File: src/rtl/dpse_pkg.sv
package dpse_pkg;

	localparam int SAMPLE_W = 16;
	localparam int MAG_W    = 15;
	localparam int LEN_W    = 4;
	localparam int CODE_W   = 20;
	localparam int ACC_W    = 27;
	localparam int TOTAL_W  = 5;
	localparam int PEND_W   = 7;
	localparam int PCNT_W   = 3;
	localparam int NBYTE_W  = 3;
	localparam int LANES    = 4;

	// One input beat.
	typedef struct packed {
		logic signed [SAMPLE_W-1:0] sample;
		logic                       last_sample;
	} in_t;

	// One result beat.
	typedef struct packed {
		logic [7:0] out_byte;
		logic       last_byte;
	} out_t;

	// Packed bytes of one coded sample, as queued between front and back.
	typedef struct packed {
		logic [LANES-1:0][7:0] bytes;
		logic [NBYTE_W-1:0]    nbytes;
		logic                  last;
	} word_t;

endpackage

File: src/rtl/dpse_front.sv
module dpse_front (
	input  logic          clk,
	input  logic          arst_n,
	input  logic          push,
	output logic          full,
	input  dpse_pkg::in_t item,
	output logic          q_push,
	input  logic          q_full,
	output dpse_pkg::word_t q_word
);

	logic [dpse_pkg::SAMPLE_W-1:0] prev_q, older_q;
	logic [dpse_pkg::PEND_W-1:0]   pend_q;
	logic [dpse_pkg::PCNT_W-1:0]   pcnt_q;

	logic [dpse_pkg::SAMPLE_W-1:0] smp, pred, err;
	logic                          neg;
	logic [dpse_pkg::MAG_W-1:0]    mag, mask;
	logic [dpse_pkg::LEN_W-1:0]    n;
	logic [dpse_pkg::CODE_W-1:0]   code;
	logic [dpse_pkg::ACC_W-1:0]    acc, shifted;
	logic [dpse_pkg::TOTAL_W-1:0]  total;
	logic [1:0]                    full_bytes;
	logic [2:0]                    rem;
	logic                          flush;
	logic [dpse_pkg::NBYTE_W-1:0]  nbytes;
	logic                          accept;

	assign smp  = item.sample;
	assign pred = {prev_q[dpse_pkg::SAMPLE_W-2:0], 1'b0} - older_q;
	assign err  = smp - pred;
	assign neg  = err[dpse_pkg::SAMPLE_W-1];
	assign mag  = neg ? ~err[dpse_pkg::MAG_W-1:0] : err[dpse_pkg::MAG_W-1:0];

	// Bit length of the magnitude: one past the highest set bit.
	always_comb begin
		n = '0;
		for (int i = 0; i < dpse_pkg::MAG_W; i++) begin
			if (mag[i])
				n = dpse_pkg::LEN_W'(i + 1);
		end
	end

	assign mask  = dpse_pkg::MAG_W'((16'd1 << n) - 16'd1);
	assign code  = {err[dpse_pkg::MAG_W-1:0] & mask, neg, n};
	assign acc   = {{(dpse_pkg::ACC_W-dpse_pkg::PEND_W){1'b0}}, pend_q}
		| (dpse_pkg::ACC_W'(code) << pcnt_q);
	assign total = dpse_pkg::TOTAL_W'(pcnt_q) + dpse_pkg::TOTAL_W'(5)
		+ dpse_pkg::TOTAL_W'(n);

	assign full_bytes = total[4:3];
	assign rem        = total[2:0];
	assign flush      = item.last_sample && (rem != 3'd0);
	assign nbytes     = dpse_pkg::NBYTE_W'(full_bytes) + dpse_pkg::NBYTE_W'(flush);
	assign shifted    = acc >> {full_bytes, 3'b000};

	assign accept = push && !q_full;
	assign full   = q_full;
	assign q_push = accept && (nbytes != '0);

	always_comb begin
		q_word.bytes  = 32'(acc);
		q_word.nbytes = nbytes;
		q_word.last   = item.last_sample;
	end

	always_ff @(posedge clk or negedge arst_n) begin
		if (!arst_n) begin
			prev_q  <= '0;
			older_q <= '0;
			pend_q  <= '0;
			pcnt_q  <= '0;
		end else if (accept) begin
			if (item.last_sample) begin
				prev_q  <= '0;
				older_q <= '0;
				pend_q  <= '0;
				pcnt_q  <= '0;
			end else begin
				prev_q  <= smp;
				older_q <= prev_q;
				pend_q  <= shifted[dpse_pkg::PEND_W-1:0];
				pcnt_q  <= rem;
			end
		end
	end

endmodule

File: src/rtl/dpse_fifo.sv
module dpse_fifo #(
	parameter int DEPTH = 4
) (
	input  logic            clk,
	input  logic            arst_n,
	input  logic            wr,
	input  dpse_pkg::word_t din,
	output logic            full,
	input  logic            rd,
	output dpse_pkg::word_t dout,
	output logic            empty
);

	localparam int PTR_W = $clog2(DEPTH);
	localparam int CNT_W = $clog2(DEPTH + 1);

	dpse_pkg::word_t  mem_q [DEPTH];
	logic [PTR_W-1:0] wr_ptr_q, rd_ptr_q;
	logic [CNT_W-1:0] cnt_q;
	logic             wr_en, rd_en;

	assign full  = (cnt_q == CNT_W'(DEPTH));
	assign empty = (cnt_q == '0);
	assign wr_en = wr && !full;
	assign rd_en = rd && !empty;
	assign dout  = mem_q[rd_ptr_q];

	always_ff @(posedge clk) begin
		if (wr_en)
			mem_q[wr_ptr_q] <= din;
	end

	always_ff @(posedge clk or negedge arst_n) begin
		if (!arst_n) begin
			wr_ptr_q <= '0;
			rd_ptr_q <= '0;
			cnt_q    <= '0;
		end else begin
			if (wr_en)
				wr_ptr_q <= (wr_ptr_q == PTR_W'(DEPTH - 1)) ? '0 : wr_ptr_q + 1'b1;
			if (rd_en)
				rd_ptr_q <= (rd_ptr_q == PTR_W'(DEPTH - 1)) ? '0 : rd_ptr_q + 1'b1;
			if (wr_en && !rd_en)
				cnt_q <= cnt_q + 1'b1;
			else if (rd_en && !wr_en)
				cnt_q <= cnt_q - 1'b1;
		end
	end

endmodule

File: src/rtl/dpse_back.sv
module dpse_back (
	input  logic            clk,
	input  logic            arst_n,
	input  logic            q_empty,
	input  dpse_pkg::word_t q_word,
	output logic            q_pop,
	output logic            empty,
	input  logic            pop,
	output dpse_pkg::out_t  result
);

	dpse_pkg::word_t cur_q;
	logic            valid_q;
	logic [1:0]      idx_q;
	logic            at_end, take;

	// The byte on show is the final one of its word.
	assign at_end = (dpse_pkg::NBYTE_W'(idx_q) + 1'b1 == cur_q.nbytes);
	assign take   = pop && valid_q;
	assign q_pop  = !q_empty && (!valid_q || (take && at_end));

	assign empty            = !valid_q;
	assign result.out_byte  = cur_q.bytes[idx_q];
	assign result.last_byte = cur_q.last && at_end;

	always_ff @(posedge clk) begin
		if (q_pop)
			cur_q <= q_word;
	end

	always_ff @(posedge clk or negedge arst_n) begin
		if (!arst_n) begin
			valid_q <= 1'b0;
			idx_q   <= '0;
		end else if (q_pop) begin
			valid_q <= 1'b1;
			idx_q   <= '0;
		end else if (take) begin
			if (at_end)
				valid_q <= 1'b0;
			else
				idx_q <= idx_q + 1'b1;
		end
	end

endmodule

File: src/rtl/delta_predictor_sample_encoder_unit.sv
// Second-order predictor audio encoder with LSB-first bit packing.
// Input channel: item carries one 16-bit signed sample and a last_sample flag;
// a beat is taken at a clock edge where push is high and full is low.
// Result channel: result carries one packed byte and a last_byte flag; the
// oldest byte is shown while empty is low and leaves on an edge with pop high.
// Each sample is coded combinationally by the front end (prediction error,
// length, sign, value bits, merge with the pending bits) into a word of zero
// to four bytes, which waits in a small queue of QUEUE_DEPTH words.
// The back end shows the bytes of the head word one per cycle while pop is high.
// A coded word passes the queue and then the back end's word register before
// its bytes are shown. Throughput: one sample per cycle while the queue has room;
// sustained, one byte per cycle on the result side while pop is high; a sample
// produces zero to three bytes, four when a last sample flushes.
// A stalled receiver first fills the queue; full then rises and holds the
// sender off, and nothing is dropped. A last sample ends the stream with a last_byte
// byte, zero-padded if partial, and clears the predictor and pending bits.
// Reset clears the predictor history, the pending bits and the queue; empty
// is high and full is low once reset is released.
module delta_predictor_sample_encoder_unit #(
	parameter int QUEUE_DEPTH = 4
) (
	input  logic           clk,
	input  logic           arst_n,
	input  logic           push,
	output logic           full,
	input  dpse_pkg::in_t  item,
	output logic           empty,
	input  logic           pop,
	output dpse_pkg::out_t result
);

	// Front-to-queue and queue-to-back word paths.
	dpse_pkg::word_t f_word, b_word;
	logic            f_push, q_full, q_empty, b_pop;

	// Front end: predictor, coder and bit accumulator.
	dpse_front u_front (
		.clk    (clk),
		.arst_n (arst_n),
		.push   (push),
		.full   (full),
		.item   (item),
		.q_push (f_push),
		.q_full (q_full),
		.q_word (f_word)
	);

	// Decoupling queue of coded words.
	dpse_fifo #(
		.DEPTH (QUEUE_DEPTH)
	) u_fifo (
		.clk    (clk),
		.arst_n (arst_n),
		.wr     (f_push),
		.din    (f_word),
		.full   (q_full),
		.rd     (b_pop),
		.dout   (b_word),
		.empty  (q_empty)
	);

	// Back end: serializes each word into result beats.
	dpse_back u_back (
		.clk     (clk),
		.arst_n  (arst_n),
		.q_empty (q_empty),
		.q_word  (b_word),
		.q_pop   (b_pop),
		.empty   (empty),
		.pop     (pop),
		.result  (result)
	);

endmodule

File: config.mk
export PLATFORM = sky130hd
export DESIGN_NAME = delta_predictor_sample_encoder_unit
export DESIGN_NICKNAME = d
export VERILOG_FILES = /design/src/rtl/dpse_pkg.sv /design/src/rtl/dpse_front.sv /design/src/rtl/dpse_fifo.sv /design/src/rtl/dpse_back.sv /design/src/rtl/delta_predictor_sample_encoder_unit.sv
export SDC_FILE = /design/constraint.sdc
export NUM_CORES = 1
export LEC_CHECK = 0
export BUFFER_PORTS_ARGS = -buffer_cell sky130_fd_sc_hd__buf_4
export CAP_MARGIN = 10
export CORE_MARGIN = 2
export CORE_UTILIZATION = 50
export CTS_CLUSTER_SIZE = 28
export DETAILED_ROUTE_END_ITERATION = 12
export GPL_TIMING_DRIVEN = 0
export PLACE_DENSITY = 0.66
export SLEW_MARGIN = 5
export SYNTH_ARGS = -nofsm -noshare
export SYNTH_HDL_FRONTEND = slang
export SYNTH_SLANG_ARGS = --single-unit
File: constraint.sdc
create_clock -name clk -period 13.09 [get_ports clk]
set_input_delay 0.6545 -clock clk [delete_from_list [all_inputs] [get_ports clk]]
set_output_delay 0.6545 -clock clk [all_outputs]
set_load 0.01 [all_outputs]
==> impl_metrics.json <==
{
  "outcome": "completed",
  "dp_hpwl_mm": 20.56,
  "report.final.hold_viol_count": 0,
  "dr.pass1.iters": 5,
  "synth_cells": 988,
  "die_h_um": 156.3,
  "cts_tree": "done",
  "top_layer": "met4",
  "path_class": "flip-flop to flip-flop",
  "fmax_mhz": 130.6,
  "synth.net_count": 1055,
  "grt_start_max_net_pins": 53,
  "worstPathRequired_ns": 13.20,
  "yosysUniqueCellTypes": 93,
  "tightest_slew_ns": 0.9730,
  "first_global_vias": 8061,
  "slew_headroom_pct": 35.13,
  "layout_commonest_cell": "edfxtp_1",
  "wl_met3_mm": 1.712,
  "cp.arrival_ns": 7.77,
  "routed_via_density": 6.085,
  "rows": 55,
  "syn_to_final_growth_pct": 12.38,
  "maxSlewViolCount": 0,
  "io_buffer_count": 31,
  "period_needed_ns": 7.655,
  "overflow": 0,
  "synth.avg_cell_area_um2": 11.74,
  "synth_edf_count": 155,
  "ioPinCount": 32,
  "num-nets-final": 1113,
  "numCtsBuffers": 22,
  "hold_class": "input pin to asynchronous set/reset pin",
  "clock_path_buffers": 3,
  "stdcell_count": 1347,
  "vias": 8197,
  "nFillCells": 1887,
  "ctsHoldBuffers": 0,
  "drc": 0,
  "htreeDepth": 1,
  "ant_nets": 0,
  "clkLatencyLatePin_ns": 0.50,
  "design.die.area_um2": 24440,
  "dp_cells": 1307,
  "die_x_um": 156.3,
  "drt-wirelength-per-cell_um": 20.87,
  "ys_ff_latch": 207,
  "path_clk_slew_ns": 0.06,
  "cp-start-kind": "flip-flop",
  "antenna_found_initial": 0,
  "period_share_pct": 58.48,
  "cts_resized": 0,
  "met1_length_mm": 12.73,
  "tns_ns": 0,
  "setup_viol": 0,
  "fin_skew_ns": 0.02123,
  "coreArea_um2": 22710,
  "endpoint_kind": "flip-flop",
  "layout_common_cells": "155 x edfxtp_1, 84 x nand2_1, 72 x inv_1",
  "yosysWarnings": 0,
  "initial_core_util_pct": 51.09,
  "clock-sinks": 207,
  "diodes": 0,
  "drive_above_1_share_pct": 14.97,
  "place.gp.congestion": 0.9774,
  "post_cts_buffers": 0,
  "cp_max_fo": 31,
  "synthArstFlopShare_pct": 25.12,
  "routed_wl_mm": 28.12,
  "synth.cell_area_um2": 11600,
  "rsz0062_at_grt": "no",
  "synth_ff_type": "edfxtp_1",
  "grt_pass1_wl_mm": 45.43,
  "synth_seq_area_share_pct": 51.34,
  "max_cap_violations": 0,
  "route.met2.wl_mm": 13.17,
  "gr-usage-all-layers_pct": 23.70,
  "drt_iter0_markers": 796,
  "root_buffer": "clkbuf_16"
}
[layout make-up]
class	count	area, um^2	share of cell area, %
Inverter	76	285.3	2.188
Sequential cell	207	5956	45.68
Multi-Input combinational cell	651	5142	39.44
Timing Repair Buffer	34	300.3	2.303
Clock buffer	34	676.9	5.192
Buffer	54	234.0	1.795
Tap cell	285	356.6	2.735
Clock inverter	6	86.33	0.6622
[per-stage QoR]
| step | area [um^2] | setup slack [ns] | util (%) | hold WS, ns |
|---|---|---|---|---|
| 5_1_grt | 13040 | 4.909 | 57.41 | 0.2704 |
| 6_report | 13040 | 5.435 | 57.41 | 0.2152 |
| 3_3_place_gp | 12190 | 4.488 | 53.68 | 0.4620 |
| 3_5_place_dp | 12270 | 5.148 | 54.05 | 0.4709 |
| 4_1_cts | 13040 | 5.522 | 57.41 | 0.2293 |
| 2_1_floorplan | 11600 | 6.235 | - | 0.3589 |
[flip-flops by register name, summed over array words and instances (netlist names)]
| register | flops |
|---|---|
| u_front.prev_q | 16 |
| u_back.cur_q | 31 |
| u_fifo.wr_ptr_q | 2 |
| u_front.pcnt_q | 3 |
| u_front.pend_q | 7 |
| u_fifo.rd_ptr_q | 2 |
| u_back.valid_q | 1 |
| u_front.older_q | 16 |
| u_fifo.mem_q | 124 |
| u_fifo.cnt_q | 3 |
| u_back.idx_q | 2 |
[synthesized netlist by cell type, types with 6 or more instances]
| master | n | area share [%] |
|---|---|---|
| a211o_1 | 6 | 0.45 |
| a211oi_1 | 6 | 0.39 |
| a21o_1 | 10 | 0.65 |
| a21oi_1 | 39 | 1.7 |
| a22oi_1 | 6 | 0.39 |
| and2_1 | 15 | 0.81 |
| buf_1 | 10 | 0.32 |
| buf_2 | 7 | 0.30 |
| clkbuf_1 | 33 | 1.1 |
| dfrtp_1 | 52 | 11 |
| edfxtp_1 | 155 | 40 |
| fa_1 | 15 | 2.6 |
| ha_1 | 31 | 3.3 |
| inv_1 | 72 | 2.3 |
| mux2_2 | 6 | 0.58 |
| mux2i_1 | 19 | 1.6 |
| mux4_2 | 36 | 7.0 |
| nand2_1 | 84 | 2.7 |
| nand2b_1 | 26 | 1.4 |
| nand3_1 | 15 | 0.65 |
| nand4_1 | 8 | 0.43 |
| nor2_1 | 52 | 1.7 |
| nor3_1 | 27 | 1.2 |
| o211ai_1 | 10 | 0.65 |
| o21ai_0 | 52 | 2.2 |
| o21ai_1 | 7 | 0.30 |
| o31a_1 | 6 | 0.45 |
| o31ai_1 | 23 | 1.5 |
| or3_1 | 9 | 0.49 |
| xnor2_1 | 13 | 0.98 |
| xor2_1 | 12 | 0.91 |
[critical path, stage by stage, from the launching register on]
cell and delay (ns):
dfrtp_1 0.35, inv_1 0.06, fa_1 0.51, inv_1 0.05, ha_1 0.29, clkbuf_1 0.22
or3_4 0.41, nand3_2 0.10, a21oi_1 0.06, o22a_1 0.23, xnor2_1 0.61, o311ai_1 0.26
a21oi_1 0.35, and2_1 0.18, buf_4 0.17, inv_2 0.08, buf_6 0.15, ha_1 0.34
a21oi_1 0.21, nor2b_1 0.07, o21ai_0 0.12, nor2b_1 0.28, inv_1 0.11, clkbuf_1 0.26
ha_1 0.47, nor3_1 0.08, nor2_1 0.39, and2_2 0.82
[per-layer routing]
metal / vias up / GRT usage (%)
met1: 4045 / 34.60
met3: 40 / 2.686
met4: 0 / 4.980
met2: 299 / 38.66
li1: 3813 / -
met5: - / 0
[cells by family (layout without fill, tap and decap cells)]
group / after synthesis / in the layout / synth area share, %
XOR/XNOR: 25 / 25 / 1.887
flip-flops: 207 / 207 / 51.34
adder cells (fa/ha/maj): 46 / 46 / 5.932
multiplexers: 63 / 63 / 9.458
AND/OR/NAND/NOR: 281 / 281 / 12.36
buffers and inverters: 130 / 204 / 4.476
AO/OA/AOI/OAI: 236 / 236 / 14.55
[worst paths after layout]
path | slack [ns] | cells after the start | start | endpoint
setup / recovery | 5.44 | 27 | u_front.older_q[5] | u_fifo.mem_q[0][12]
hold / removal | 0.22 | 1 | arst_n | u_fifo.cnt_q[2]
setup reg to reg | 5.44 | 27 | u_front.older_q[5] | u_fifo.mem_q[0][12]
hold reg to reg | 0.48 | 2 | u_front.older_q[10] | u_front.older_q[10]
max in group asynchronous | 12.38 | 1 | arst_n | u_front.pend_q[1]
min in group clk | 0.37 | 1 | item[0] | u_fifo.mem_q[3][0]
Power is left out: the tool's default activity adds up to more than one toggle a clock period on the data nets, which glitch-free logic cannot reach.
